`src/rtl/flwm_pkg.sv`:
```
`default_nettype none
package flwm_pkg;

  localparam int MAX_COMPONENTS    = 4;
  localparam int LOCAL_SUBMAPS     = 16;
  localparam int MAX_SUBMAP_PIXELS = 1024;
  localparam int GLOBAL_SUBMAPS    = 1024;
  localparam int SLOT_COUNT        = LOCAL_SUBMAPS * MAX_SUBMAP_PIXELS;
  localparam int SLOT_W            = $clog2(SLOT_COUNT);
  localparam int GSUB_W            = $clog2(GLOBAL_SUBMAPS);
  localparam int LOCAL_W           = $clog2(LOCAL_SUBMAPS);
  localparam int PIX_W             = 20;
  localparam int SIZE_W            = 11;
  localparam int ACC_W             = 64;

  typedef enum logic [1:0] {
    ACT_ACCUM = 2'd0,
    ACT_TABLE = 2'd1,
    ACT_READ  = 2'd2,
    ACT_NONE  = 2'd3
  } action_t;

  typedef enum logic [2:0] {
    ST_ADDED    = 3'd0,
    ST_DET_FLAG = 3'd1,
    ST_SHR_FLAG = 3'd2,
    ST_BAD_PIX  = 3'd3,
    ST_UNMAPPED = 3'd4,
    ST_TBL_WR   = 3'd5,
    ST_READ     = 3'd6
  } status_t;

  typedef enum logic [2:0] {
    REG_COUNT    = 3'd0,
    REG_SIZE     = 3'd1,
    REG_DET_MASK = 3'd2,
    REG_SHR_MASK = 3'd3,
    REG_DET_EN   = 3'd4,
    REG_SHR_EN   = 3'd5
  } reg_idx_t;

  typedef struct packed {
    logic              load;
    logic              mul_lo;
    logic              mul_hi;
    logic              term;
    logic              rd;
    logic              wr;
    logic              clr;
    logic [SLOT_W-1:0] addr;
  } lane_ctrl_t;

endpackage
`default_nettype wire

```
`src/rtl/flwm_div.sv`:
```
`default_nettype none
module flwm_div (
  input  wire logic                          clk,
  input  wire logic                          rst_n,
  input  wire logic                          start,
  input  wire logic [flwm_pkg::PIX_W-1:0]    dividend,
  input  wire logic [flwm_pkg::SIZE_W-1:0]   divisor,
  output logic                               done,
  output logic      [flwm_pkg::PIX_W-1:0]    quo,
  output logic      [flwm_pkg::SIZE_W-1:0]   rem
);

  localparam int CNT_W = $clog2(flwm_pkg::PIX_W);

  logic                          run_r;
  logic                          done_r;
  logic [CNT_W-1:0]              cnt_r;
  logic [flwm_pkg::PIX_W-1:0]    quo_r;
  logic [flwm_pkg::SIZE_W-1:0]   rem_r;
  logic [flwm_pkg::SIZE_W-1:0]   dvs_r;
  logic [flwm_pkg::SIZE_W:0]     trial;
  logic [flwm_pkg::SIZE_W:0]     diff;
  logic                          fits;

  assign trial = {rem_r, quo_r[flwm_pkg::PIX_W-1]};
  assign diff  = trial - {1'b0, dvs_r};
  assign fits  = trial >= {1'b0, dvs_r};

  always_ff @(posedge clk) begin
    if (!rst_n) begin
      run_r  <= 1'b0;
      done_r <= 1'b0;
      cnt_r  <= '0;
    end else begin
      done_r <= 1'b0;
      if (start) begin
        run_r <= 1'b1;
        cnt_r <= CNT_W'(flwm_pkg::PIX_W - 1);
      end else if (run_r) begin
        cnt_r <= cnt_r - 1'b1;
        if (cnt_r == '0) begin
          run_r  <= 1'b0;
          done_r <= 1'b1;
        end
      end
    end
  end

  always_ff @(posedge clk) begin
    if (start) begin
      quo_r <= dividend;
      rem_r <= '0;
      dvs_r <= divisor;
    end else if (run_r) begin
      quo_r <= {quo_r[flwm_pkg::PIX_W-2:0], fits};
      rem_r <= fits ? diff[flwm_pkg::SIZE_W-1:0] : trial[flwm_pkg::SIZE_W-1:0];
    end
  end

  assign done = done_r;
  assign quo  = quo_r;
  assign rem  = rem_r;

endmodule
`default_nettype wire

```
`config.mk`:
```
export PLATFORM = sky130hd
export DESIGN_NAME = flwm_div
export DESIGN_NICKNAME = d
export VERILOG_FILES = /design/src/rtl/flwm_pkg.sv /design/src/rtl/flwm_div.sv
export SDC_FILE = /design/constraint.sdc
export NUM_CORES = 1
export LEC_CHECK = 0
export BUFFER_PORTS_ARGS = -buffer_cell sky130_fd_sc_hd__buf_2
export CAP_MARGIN = 15
export CORE_ASPECT_RATIO = 1.1
export CORE_MARGIN = 5
export CORE_UTILIZATION = 50
export CTS_CLUSTER_SIZE = 30
export DETAILED_ROUTE_END_ITERATION = 10
export PLACE_DENSITY_LB_ADDON = 0.05
export SLEW_MARGIN = 30
export SYNTH_ARGS = -nofsm -noshare
export SYNTH_HDL_FRONTEND = slang
export SYNTH_SLANG_ARGS = --single-unit
```
`constraint.sdc`:
```
create_clock -name clk -period 7.45 [get_ports clk]
set_clock_uncertainty 0.15 [all_clocks]
set_input_delay 1.1175 -clock clk [delete_from_list [all_inputs] [get_ports clk]]
set_output_delay 1.1175 -clock clk [all_outputs]
set_load 0.05 [all_outputs]
```
* Yosys cells after proc, flatten, opt, wreduce, memory -nomap -nowiden *
Index checks and enable logic that the tools add are counted.

storage, ports and cells
  bits in registers = 49
  output and inout bits = 32
  logic and storage cells = 25

operators by class
  $add $sub $neg = 2
  $lt $le $gt $ge = 1
  multiplexer cells = 9
  bitwise gates (word level) = 2
  reductions and logical operators = 4

operators by type and width
  cell                 number
  $mux 20              2
  $ge 12x11->1         1
  $mux 11              1
  $sub 11x11->11       1
  $mux 5               2
  $logic_not 5->1      1
  $sub 5x1->5 const B  1
  $mux 1               4
  $reduce_or 3->1      1
  $not 1->1            2
  $reduce_bool 2->1    1
  $reduce_or 2->1      1

* Longest topological paths before layout *
Gate-level depths: netlist of run 1.

  depth after elaboration = 4
  depth in mapped cells = 10
  gate-level depth less buffers = 9

* Worst setup path after synthesis of run 1 *
No wires, ideal clock.

  kind = register to register
  from = register rem_r, in the netlist rem[8]
  to = register quo_r, in the netlist quo[0], data pin
  library setup time = 260 ps
  arrival = 2330 ps
  required time = 7040 ps
  slack = 4711 ps
  stages on the path, launching flop included = 8
  path buffers = 2
  cells stage by stage = dfxtp_1 -> ha_1 -> buf_2 -> a21o_1 -> a2111oi_4 -> o21ai_4 -> buf_6 -> mux2_2

on the way
  longest elaborated chain between the ends = 3

RTL lines
  element                 RTL line        text
  from (decl)             flwm_div.sv:19  logic [flwm_pkg::SIZE_W-1:0] rem_r;
  from (signal assigned)  flwm_div.sv:56  rem_r <= fits ? diff[flwm_pkg::SIZE_W-1:0] : trial[flwm_pkg::SIZE_W-1:0];
  $ge 12x11->1            flwm_div.sv:27  assign fits = trial >= {1'b0, dvs_r};
  $mux 20                 flwm_div.sv:54  end else if (run_r) begin
  $mux 20                 flwm_div.sv:50  if (start) begin
  to (signal assigned)    flwm_div.sv:51  quo_r <= dividend;
  to (signal assigned)    flwm_div.sv:55  quo_r <= {quo_r[flwm_pkg::PIX_W-2:0], fits};
  to (decl)               flwm_div.sv:18  logic [flwm_pkg::PIX_W-1:0] quo_r;

No other way between the ends. The select of a mux whose other input is x is not followed.
A chain may end at the register's enable or synchronous reset.

* Final worst setup path of run 1 *
  from = input start
  to = register quo_r, in the netlist quo[2] (enable)

on the way
  longest elaborated chain between the ends = 1

RTL lines
  element                      RTL line       text
  from (decl)                  flwm_div.sv:5  input wire logic start,
  $reduce_bool 2->1 (no line)  n/a

No other way between the ends.

==> results.py, run 1 <==
metrics = {
    "run_status": {
        "status": "completed",
    },
    "die": {
        "start_util_pct": 51.43,
        "io_pins": 66,
        "die_h_um": 85.47,
        "fp-row-count": 27,
        "coreArea_um2": 5034,
        "dieArea_um2": 6718,
        "die_x_um": 78.61,
    },
    "layout": {
        "diodes": 0,
        "syn2layout_area_growth_pct": 17.54,
        "multi_input_area_um2": 1195,
        "nNetsFinal": 334,
        "seq_area_um2": 1292,
        "drive_gt1_share_pct": 35.42,
        "fillers": 423,
    },
    "global_routing": {
        "grt_pass1_wl_mm": 8.749,
        "grt_max_degree": 44,
        "gr-usage-all-layers_pct": 16.47,
        "antenna_found_initial": 0,
        "grt_remaining_overflow": 0,
        "grt_pass1_vias": 1862,
    },
    "synthesis": {
        "syn_area_um2": 2589,
        "yosys_warnings": 0,
        "synth-edff-count": 31,
        "synth-seq-cells": 49,
        "synth.distinct_cells": 48,
        "yosysSeqAreaShare_pct": 49.88,
        "ys_async_sr_fraction_pct": 0,
        "syn_nets": 269,
        "synth_ff_type": "edfxtp_1",
        "synthCells": 222,
        "postSynthAreaPerCell_um2": 11.66,
    },
    "worst_setup_path": {
        "endpoint_kind": "register",
        "worstSetupStartpointType": "input pin",
        "r2r_cells": 9,
        "path_max_fanout": 43,
        "cp.arrival_ns": 2.60,
        "path_class": "in -> reg",
        "cp.required_ns": 7.24,
    },
    "place": {
        "routabilityCongestion": 0.8125,
        "hpwlAfterDp_mm": 3.685,
        "io_buffers": 65,
    },
    "timing": {
        "fin_setup_tns_ns": 0,
        "fin_crit_sh_pct": 37.74,
        "finalMaxSlewViolations": 0,
        "period_needed_ns": 2.812,
        "relSlewSlack_pct": 45.91,
        "finalHoldViolations": 0,
        "setup_violations": 0,
        "holdWs_ns": 0.3745,
        "rsz0062_at_grt": "false",
        "max_freq_ghz": 0.3556,
        "worst_slew_pin_slew_ns": 0.8094,
    },
    "drt": {
        "drtIter0Drc": 119,
        "routed_via_density": 5.431,
        "wl_met1_mm": 2.355,
        "drc": 0,
        "vias": 1879,
        "wl_met2_mm": 2.328,
        "wl_met3_um": 463,
        "antenna_left": 0,
        "route.top_layer_used": "met4",
        "wl_mm": 5.200,
        "firstDrtPassIters": 4,
        "wire_per_inst_um": 15.03,
    },
    "job": {
        "drv_cap": 0,
    },
    "power": {
        "p_total_mw": 0.7214,
        "peakVddDrop_v": 0.0001483,
        "p_leak_nw": 1.289,
        "pwr_density_cell_nw_per_um2": 237.1,
    },
    "hold_path": {
        "hold_class": "reg -> reg",
        "worstHoldPathCells": 2,
    },
    "clocking": {
        "root_buffer": "clkbuf_8",
        "cts_max_path_buffers": 2,
        "cts.repair.resized": 0,
        "cts_tree": "built",
        "cts_buffers": 5,
        "ctsHoldBuffers": 0,
        "cts_setup_buffers": 0,
        "h-tree-depth": 2,
        "clkTransAtPathRegs_ns": 0.09,
        "clock_sinks": 49,
        "clk_latency_ns": 0.30,
    },
}
-- Yosys cell counts, types with 3 or more instances --
cell type,instances,share of area (%)
nand2b_1,4,0.97
mux2i_1,6,2.3
buf_1,4,0.58
inv_1,17,2.5
ha_1,12,5.8
a211oi_1,6,1.7
nand2_1,11,1.6
xnor2_1,7,2.4
nor2b_1,3,0.73
o21ai_0,7,1.4
o211ai_1,4,1.2
nand3_1,4,0.77
edfxtp_1,31,36
a21boi_0,3,0.87
a21oi_1,7,1.4
nor2_1,18,2.6
dfxtp_1,18,14
mux2_2,20,8.7
-- path summary, 6_finish.rpt --
check                from  endpoint  slack [ns]
setup / recovery    start    quo[2]        4.64
hold / removal     rem[4]    rem[4]        0.37
setup reg to reg  quo[19]   rem[10]        4.76
hold reg to reg    rem[4]    rem[4]        0.37
-- report_power, final --
group	switching, mW	total [mW]	internal, mW
combinational	0.147	0.227	0.0805
sequential	0.0197	0.338	0.318
clock	0.0912	0.156	0.0648
-- cells by family after synthesis --
family	after synthesis	share of synthesized area, %
xor gates and xnor gates	9	3.045
buffers and inverters	25	3.963
AOI/OAI and AO/OA	45	13.68
adders and majority gates	13	6.573
muxes	26	11.02
and+or+nand+nor	55	11.84
DFF	49	49.88
-- state kept, by name, indices dropped and copies added (netlist names) --
register,cells
quo,20
dvs_r,11
rem,11
cnt_r,5
done,1
run_r,1
-- metrics by stage --
stage,setup slack (ns),util (%),cell area [µm²],cells
detailed placement,4.291,58.71,2955,338
global route,4.467,60.45,3043,346
CTS,4.641,60.43,3042,346
finish,4.638,60.45,3043,346
global placement,4.343,58.71,2955,338
floorplan,4.711,-,2589,222
-- area by class of cell --
type,instances,share of cell area [%]
Clock buffer,5,2.262
Clock inverter,3,0.5757
Inverter,17,2.097
Multi-Input combinational cell,148,39.27
Sequential cell,49,42.48
Tap cell,58,2.385
Timing Repair Buffer,66,10.94
-- placed cells by master (no fill, tap or decap), drive strengths merged, types with 2 or more instances in the layout --
cell,instances
a311oi,2
mux2i,6
nor2b,3
nand3,5
nor2,18
nor4,2
nand2,11
o22ai,2
mux2,20
nand3b,2
nor3,2
nor4bb,2
clkbuf,5
a21boi,3
edfxtp,31
o211ai,4
inv,17
xnor2,7
o31ai,2
a21oi,7
xor2,2
a211oi,7
o21ai,10
clkinv,2
o21a,2
nand2b,4
dfxtp,18
o31a,2
ha,12
buf,66
-- layer usage --
metal / vias to the layer above / track usage (%)
li1: 946 / -
met5: - / 0
met1: 865 / 22.00
met4: 0 / 4.769
met2: 63 / 25.56
met3: 5 / 5.308
-- worst max-delay path: stages --
cell and delay [ns]:
buf_2 0.07, buf_4 0.45, inv_1 0.26, nand2_1 0.67
Note: power is estimated with default switching activity, not from simulation.
==> inputs of run 2 (changes only) <==
--- a/config.mk
+++ b/config.mk
@@ -5,6 +5,7 @@
 export SDC_FILE = /design/constraint.sdc
 export NUM_CORES = 1
 export LEC_CHECK = 0
+export ABC_AREA = 1
 export BUFFER_PORTS_ARGS = -buffer_cell sky130_fd_sc_hd__buf_2
 export CAP_MARGIN = 15
 export CORE_ASPECT_RATIO = 1.1
==> constraint.sdc (replaced) <==
create_clock -name clk -period 2.7 [get_ports clk]
set_clock_uncertainty 0.15 [all_clocks]
set_input_delay 0.405 -clock clk [delete_from_list [all_inputs] [get_ports clk]]
set_output_delay 0.405 -clock clk [all_outputs]
set_load 0.05 [all_outputs]
==> run 2 against run 1 <==
Effect of this change: via count up 27%; total power grew 150%; routed wire length is 18% higher; die area grew 7.3%; final cell count rose by 42%; sequential share of layout area fell by 3.1 points; global-route usage grew 2.0 points; worst hold slack worse by 0.24 ns; sequential power rose to 2.6 times the previous value; final area grew 7.8%; count of clock-buffer cells in the layout is 1 higher; largest power group unchanged.
==> results.py, run 2 <==
metrics = {
    "run_status": {
        "status": "completed",
    },
    "place": {
        "hpwlAfterDp_mm": 4.652,
        "io_buffers": 65,
        "routabilityCongestion": 0.9150,
    },
    "global_routing": {
        "grt_max_degree": 36,
        "antenna_found_initial": 0,
        "grt_pass1_vias": 2312,
        "grt_remaining_overflow": 0,
        "grt_pass1_wl_mm": 10.32,
        "gr-usage-all-layers_pct": 18.49,
    },
    "clocking": {
        "cts.repair.resized": 0,
        "cts_tree": "built",
        "cts_setup_buffers": 0,
        "clkTransAtPathRegs_ns": 0.09,
        "clock_sinks": 49,
        "ctsHoldBuffers": 0,
        "cts_max_path_buffers": 2,
        "h-tree-depth": 2,
        "cts_buffers": 5,
        "clk_latency_ns": 0.29,
        "root_buffer": "clkbuf_8",
    },
    "layout": {
        "layout_common_cells": "nand2_1, buf_2, inv_1",
        "final_core_util_pct": 60.39,
        "drive_gt1_share_pct": 24.40,
        "diodes": 0,
        "nNetsFinal": 464,
        "largest_reg_flops": 20,
        "final_common_cell": "nand2_1",
        "syn2layout_area_growth_pct": 16.96,
    },
    "drt": {
        "vias": 2394,
        "wl_mm": 6.149,
        "routed_via_density": 4.856,
        "drtIter0Drc": 126,
        "wire_per_inst_um": 12.47,
        "antenna_left": 0,
        "drc": 0,
        "firstDrtPassIters": 4,
    },
    "power": {
        "pwr_density_cell_nw_per_um2": 541.9,
        "p_switching_mw": 0.5358,
        "pwr-share-clk_pct": 28.7,
        "peakVddDrop_v": 0.0003356,
        "power_frac_comb_pct": 21.2,
        "power.internal_mw": 1.241,
        "seqPwrFrac_pct": 50.0,
        "p_leak_nw": 1.723,
        "swShare_pct": 30.15,
    },
    "hold_path": {
        "hold_class": "in -> reg",
    },
    "synthesis": {
        "synth-edff-count": 31,
        "synth-seq-cells": 49,
        "synth.distinct_cells": 31,
        "ys_async_sr_fraction_pct": 0,
        "yosys-top-cells-area": "edfxtp_1, nand2_1, dfxtp_1",
        "yosysMostFrequentCell": "nand2_1",
        "synth_area_leader_cell": "edfxtp_1",
        "yosysTopAreaCellShare_pct": 33.20,
        "syn_nets": 400,
        "syn_area_um2": 2804,
        "yosysSeqAreaShare_pct": 46.05,
        "yosys_warnings": 0,
        "postSynthAreaPerCell_um2": 7.943,
        "synth_ff_type": "edfxtp_1",
        "synthCells": 353,
        "yosys-top-cells-count": "nand2_1, inv_1, edfxtp_1, nand3_1, dfxtp_1",
    },
    "timing": {
        "period_needed_ns": 2.293,
        "setup_violations": 0,
        "fin_crit_sh_pct": 84.91,
        "worst_slew_pin_slew_ns": 0.9105,
        "fin_setup_tns_ns": 0,
        "finalMaxSlewViolations": 0,
        "relSlewSlack_pct": 39.08,
        "finalHoldViolations": 0,
        "rsz0062_at_grt": "false",
        "max_freq_ghz": 0.4362,
    },
    "die": {
        "die_h_um": 88.54,
        "dieArea_um2": 7207,
        "io_pins": 66,
        "coreArea_um2": 5430,
        "start_util_pct": 51.64,
        "die_x_um": 81.40,
        "fp-row-count": 28,
    },
    "worst_setup_path": {
        "path_max_fanout": 12,
        "r2r_slack_ns": 0.41,
        "cp.required_ns": 2.61,
        "cp.arrival_ns": 2.20,
        "path_class": "reg -> reg",
        "endpoint_kind": "register",
        "worstSetupStartpointType": "register",
    },
    "job": {
        "drv_cap": 0,
    },
}
## run 2: cell count changes in the layout (fill, tap and decap cells not counted), moves of 4 or more
cell      before  now
nand2_1       11  127
inv_1         17   53
nand3_1        4   25
mux2_2        20    0
nand4_1        1   14
nand2_2        0   12
a211oi_1       6    0
mux2i_1        6    0
nand3_2        0    6
xnor2_1        7    2
nand2b_1       4    0
## run 2: worst paths after layout
kind | from | endpoint | depth (start not counted)
max | quo[19] | quo[0] | 10
min | divisor[6] | dvs_r[6] | 1
max reg2reg | quo[19] | quo[0] | 10
min reg2reg | rem[3] | rem[3] | 2
## run 2: metal layers
| metal | routed length, µm | up-vias | track usage [%] |
|---|---|---|---|
| li1 | - | 1249 | - |
| met1 | 2773 | 1087 | 23.17 |
| met2 | 2993 | 53 | 31.41 |
| met3 | 326 | 5 | 4.684 |
| met4 | 55 | 0 | 5.376 |
| met5 | 0 | - | 0 |
## run 2: cell type report
class                   count  area, µm²
fillers                   509       2151
inverters                  55      206.4
repair buffers             68      347.8
flip-flops and latches     49       1291
multi-input cells         238       1232
well taps                  75      93.84
clock inverters             2      35.03
clock buffers               6      72.57
## run 2: cells by family (layout without fill, tap and decap cells)
| kind of cell | count (synthesis) | in the layout | synth area share (%) |
|---|---|---|---|
| adders and majority gates | 13 | 13 | 6.069 |
| AOI/OAI and AO/OA | 13 | 13 | 2.633 |
| DFF | 49 | 49 | 46.05 |
| xor gates and xnor gates | 3 | 3 | 0.9373 |
| buffers and inverters | 66 | 131 | 9.995 |
| and+or+nand+nor | 209 | 209 | 34.31 |
## run 2: critical path, stage by stage (launching register included)
cell,delay [ns]
edfxtp_1,0.40
inv_1,0.09
ha_1,0.18
fa_1,0.22
inv_1,0.07
nand3_1,0.08
nand3_2,0.12
nand2_2,0.26
nand4_4,0.30
nand2_1,0.14
nand2_1,0.05
## run 2: power by group through the flow
stage | Sequential (mW) | Combinational (mW) | Clock (mW)
global placement | 0.906 | 0.375 | 0
global route | 0.896 | 0.414 | 0.557
finish | 0.889 | 0.378 | 0.511
CTS | 0.890 | 0.381 | 0.527
detailed placement | 0.904 | 0.382 | 0
floorplan | 1.02 | 0.157 | 0
## run 2: stage by stage
stage | instances | power [mW] | hold slack [ns] | worst slack, ns | instance area, µm²
final | 493 | 1.777 | 0.1306 | 0.4074 | 3279
after global routing | 493 | 1.867 | 0.1140 | 0.2312 | 3279
after CTS | 493 | 1.798 | 0.1191 | 0.4048 | 3279
after detailed placement | 485 | 1.286 | 0.3301 | 0.4207 | 3172
after global placement | 485 | 1.281 | 0.3222 | 0.4823 | 3172
after floorplan | 353 | 1.181 | 0.3338 | 0.3774 | 2804
